File: config.mk
export PLATFORM = sky130hd
export DESIGN_NAME = rti_div_step
export DESIGN_NICKNAME = d
export VERILOG_FILES = /design/src/rtl/rti_pkg.sv /design/src/rtl/rti_div_step.sv
export SDC_FILE = /design/constraint.sdc
export NUM_CORES = 1
export LEC_CHECK = 0
export BUFFER_PORTS_ARGS = -buffer_cell sky130_fd_sc_hd__buf_2
export CAP_MARGIN = 20
export CORE_ASPECT_RATIO = 0.8
export CORE_UTILIZATION = 29
export DETAILED_ROUTE_END_ITERATION = 10
export PLACE_DENSITY = 0.6
export SLEW_MARGIN = 10
export SYNTH_ARGS = -nofsm -noshare
export SYNTH_HDL_FRONTEND = slang
export SYNTH_SLANG_ARGS = --single-unit
export TNS_END_PERCENT = 10
File: constraint.sdc
create_clock -name clk -period 0.8 [get_ports clk]
set_clock_uncertainty 0.05 [all_clocks]
set_input_delay 0.12 -clock clk [delete_from_list [all_inputs] [get_ports clk]]
set_output_delay 0.12 -clock clk [all_outputs]
set_load 0.1 [all_outputs]
File: src/rtl/rti_pkg.sv
`default_nettype none
package rti_pkg;

    // Fixed field widths
    localparam int DIR_W   = 18;
    localparam int RANGE_W = 31;
    localparam int EPS_W   = 32;
    localparam int TAG_W   = 32;
    localparam int IDX_W   = 3;

    localparam logic [EPS_W-1:0] EPS_RESET = 32'd2814749767;

    // Configuration register indexes
    typedef enum logic [IDX_W-1:0] {
        CFG_ORIGIN_X    = 3'd0,
        CFG_ORIGIN_Y    = 3'd1,
        CFG_ORIGIN_Z    = 3'd2,
        CFG_DIR_X       = 3'd3,
        CFG_DIR_Y       = 3'd4,
        CFG_DIR_Z       = 3'd5,
        CFG_MAX_RANGE   = 3'd6,
        CFG_DET_EPSILON = 3'd7
    } cfg_idx_t;

    // Control that travels with each transaction
    typedef struct packed {
        logic             valid;
        logic             reject;
        logic [TAG_W-1:0] tag;
    } ctl_t;

    function automatic int imax(input int a, input int b);
        return (a > b) ? a : b;
    endfunction

    // Width of the determinant: e1 . (dir x e2)
    function automatic int det_w(input int cw);
        return 2 * (cw + 1) + DIR_W + 3;
    endfunction

endpackage
`default_nettype wire

File: src/rtl/rti_div_step.sv
`default_nettype none
module rti_div_step #(
    parameter int DETW = 87
) (
    input  wire logic                          clk,
    input  wire logic                          rst_n,
    input  wire logic                          en,
    input  wire rti_pkg::ctl_t                 ctl_in,
    input  wire logic [DETW-1:0]               det_in,
    input  wire logic [DETW-1:0]               rem_in,
    input  wire logic [rti_pkg::RANGE_W-1:0]   low_in,
    input  wire logic [rti_pkg::RANGE_W-1:0]   quo_in,
    output rti_pkg::ctl_t                      ctl_out,
    output logic [DETW-1:0]                    det_out,
    output logic [DETW-1:0]                    rem_out,
    output logic [rti_pkg::RANGE_W-1:0]        low_out,
    output logic [rti_pkg::RANGE_W-1:0]        quo_out
);

    localparam int RW = rti_pkg::RANGE_W;

    logic [DETW:0]             trial;
    logic                      fits;
    logic                      vld_reg;
    logic                      rej_reg;
    logic [rti_pkg::TAG_W-1:0] tag_reg;
    logic [DETW-1:0]           det_reg;
    logic [DETW-1:0]           rem_reg;
    logic [RW-1:0]             low_reg;
    logic [RW-1:0]             quo_reg;

    // Bring down the next dividend bit and try one subtraction
    assign trial = {rem_in, low_in[RW-1]};
    assign fits  = trial >= {1'b0, det_in};

    always_ff @(posedge clk or negedge rst_n)
    begin
        if (!rst_n)
        begin
            vld_reg <= 1'b0;
        end
        else if (en)
        begin
            vld_reg <= ctl_in.valid;
        end
    end

    always_ff @(posedge clk)
    begin
        if (en)
        begin
            rej_reg <= ctl_in.reject;
            tag_reg <= ctl_in.tag;
            det_reg <= det_in;
            rem_reg <= fits ? DETW'(trial - {1'b0, det_in}) : DETW'(trial);
            low_reg <= {low_in[RW-2:0], 1'b0};
            quo_reg <= {quo_in[RW-2:0], fits};
        end
    end

    assign ctl_out.valid  = vld_reg;
    assign ctl_out.reject = rej_reg;
    assign ctl_out.tag    = tag_reg;
    assign det_out        = det_reg;
    assign rem_out        = rem_reg;
    assign low_out        = low_reg;
    assign quo_out        = quo_reg;

endmodule
`default_nettype wire

==> flow_summary_export.csv <==
group,metric,value,unit
status,status,"finished with violations",
status,failed_checks,"hold timing, setup timing",
sta,fin_hold_ws,-327.9,ps
power,p_total,61.84,mW
final_layout,layout-drive-gt1-share,0.4484,
synthesis,ys_seq_area_frac,0.5416,
clock_tree,cts_root_buf,"clkbuf_16",
power,clockPowerShare,0.225,
synthesis,synth_top_family_by_area,"compound AO/OA/AOI/OAI gates",
floorplanning,fp.coreArea,0.05024,mm^2
grt,grt_max_degree,52,
power,leakagePower,13.51,nW
sta,slew_headroom,0.4415,
sta,rsz0062_at_grt,"true",
synthesis,yosysTopAreaCellShare,0.5400,
route,drt-pass1-iter-count,7,
floorplanning,die-area,0.05231,mm^2
final_layout,syn_to_final_growth,104.1,%
final_layout,fin_cells,3316,
setup_path,cp-end-kind,"flop",
synthesis,synthMuxAreaShare,0.003526,
synthesis,synth-compound-area-share,0.1791,
setup_path,critPathLaunchType,"input port",
clock_tree,cts_tree,"built",
sta,setup_ws,-2065,ps
placement,pre_cts_slack,-2972,ps
placement,dp_cells,2961,
final_layout,most-common-layout-cells,"buf_4 (427), buf_12 (286), edfxtp_1 (268), dlygate4sd3_1 (268), buf_2 (266)",
floorplanning,start_util,0.2967,
floorplanning,die_width,255.5,um
sta,finalSetupViolations,358,
route,wirelength,65.03,mm
power,p_int,37.09,mW
final_layout,postLayoutCellArea,0.03043,mm^2
route,ant_nets,0,
placement,port_buffers,540,
sta,finalCritPeriodShare,3.581,
clock_tree,cts_made_buffers,30,
placement,placed_area,0.02578,mm^2
power,swShare,0.4001,
route,vias,15890,
placement,dp_hpwl,48.18,mm
grt,antenna_found_initial,8,
grt,grtUsageMet2,0.4179,
power,irDropWorstVdd,1.953,mV
final_layout,final_common_cell,"buf_4",
flow_run,maxCapViolCount,0,
synthesis,synthDistinctLibCells,78,
final_layout,fin_nets,2979,
setup_path,critical_path_required,1100,ps
placement,gp_congestion,0.9211,
grt,busiest_layer,"met2",
sta,slew_violations,0,
grt,grt_pass1_wl,95.85,mm
power,power_frac_comb,0.473,
route,drc,0,
grt,grt_pass1_vias,16430,
floorplanning,die_y,204.8,um
route,wire_per_inst,19.61,um
synthesis,avgSynthCellArea,10.78,um^2
synthesis,yosys_warnings,0,
final_layout,seq_area,0.008073,mm^2
synthesis,ys_ff_latch,269,
synthesis,synth_area,0.01490,mm^2
sta,worst_pin_slew,830.7,ps
route,vias_per_cell,4.793,
synthesis,ys_top_cells_by_area,"edfxtp_1 (54%), ha_1 (7.3%), nand2_1 (4.1%)",
clock_tree,holdBufCountCts,269,
final_layout,fillers,3888,
floorplanning,placementRows,73,
clock_tree,clk_pin_slew,60,ps
sta,period_minus_slack,2865,ps
synthesis,synthAdderAreaFrac,0.07438,
synthesis,async_flop_share,0.003717,
synthesis,synth-edff-count,268,
setup_path,rr_worst_depth,1,
synthesis,synth_top_flop_cell,"edfxtp_1",
synthesis,synth_largest_area_cell,"edfxtp_1",
setup_path,worst_ep_arrival_time,3170,ps
setup_path,path_max_fanout,6,
route,drt_iter0_markers,985,
sta,hold_violations,31,
grt,grt_util_met3,0.05853,
final_layout,multi_input_area,0.006793,mm^2
power,switching_power,24.74,mW
power,sequentialPowerShare,0.302,
grt,grt_overflow,0,
clock_tree,h-tree-depth,1,
synthesis,synthXorXnorAreaFrac,0.04584,
worst_hold_path,holdPathStages,1,
clock_tree,clockBufferDepth,3,
grt,grt_util_met1,0.2858,
synthesis,synthSimpleGateAreaFrac,0.1045,
floorplanning,io_pins,543,
synthesis,syn_nets,1744,
setup_path,path_class,"input port to flop",
synthesis,synth_cells,1383,
sta,fmax,349.1,MHz
grt,grtUsageTotal,0.2371,
clock_tree,cts_sinks,269,
worst_hold_path,hp-class,"input port to flop",
clock_tree,clock_latency,590,ps
power,p_per_area,2032,mW/mm^2
-- cell usage after synthesis, drive strengths merged, types with 10 or more instances --
library cell	instances
edfxtp	268
and3	11
nor3	13
nand2	164
xnor2	43
nand3	19
ha	87
nor2	56
buf	33
o21ai	134
o31ai	13
nand2b	10
o21a	10
a21oi	106
a21o	59
inv	111
clkbuf	34
nand4	31
xor2	35
a211oi	11
a31oi	14
o21bai	21
-- metrics by stage --
step / TNS, ps / util
after floorplan: -254860 / -
after global placement: -286650 / 0.5133
after detailed placement: -298750 / 0.5133
after CTS: -346100 / 0.5912
after global routing: -350870 / 0.6056
final: -331620 / 0.6057
-- critical path: stages --
cell	delay [ps]
buf_4	120
ha_4	260
buf_6	100
and4_4	230
nand4_1	110
a21o_1	200
o211a_4	150
a211o_4	350
a21oi_4	220
a21oi_4	100
o41a_1	580
buf_4	210
o21ai_4	140
xnor2_2	140
o21ai_1	100
-- final timing paths --
kind	startpoint	slack, ps	end
worst max-delay path	rem_in[6]	-2060	rem_out[85]
worst min-delay path	det_in[0]	-330	det_out[0]
worst max register to register	vld_reg	-30	vld_reg
worst min register to register	vld_reg	520	vld_reg
max in group asynchronous	rst_n	220	vld_reg
min in group asynchronous	rst_n	360	vld_reg
-- power groups by stage --
stage	sequential [mW]	clock [mW]	combinational [mW]
CTS	18.7	14.2	28.3
floorplan	28.6	0	4.90
global route	18.8	14.7	30.4
finish	18.7	13.9	29.2
global placement	19.0	0	26.6
detailed placement	19.0	0	26.8
-- cell families (layout without fill, tap and decap cells) --
kind of cell | Yosys count | after routing
other | 1 | 4
multiplexers | 5 | 5
flip-flops | 269 | 269
adder cells (fa/ha/maj) | 88 | 88
XOR/XNOR | 78 | 78
AO/OA/AOI/OAI | 424 | 424
AND/OR/NAND/NOR | 340 | 341
buffers and inverters | 178 | 1432
-- layer usage --
metal  vias up  wire length [um]  share of wire
li1       7572                 -              -
met1      7654             26570           0.41
met2       545             31860           0.49
met3       111              4476          0.069
met4        10              2047          0.031
met5         -                68         0.0010
-- final cells by class --
cell class | instances | share of cell area
multi-input cells | 937 | 0.2233
clock buffers | 36 | 0.02541
flip-flops and latches | 269 | 0.2653
repair buffers | 1269 | 0.4374
inverters | 111 | 0.01460
well taps | 675 | 0.02776
diodes | 3 | 0.0002467
clock inverters | 16 | 0.005963
-- timing repair --
item,4_1_cts,5_1_grt
setup endpoints to repair,358,360
endpoints found under the hold margin,330,47
cloned,5,6
gates resized for setup,66,145
pin swaps,9,46
buffers inserted,8,16
Power figures use the tool's default switching activity.
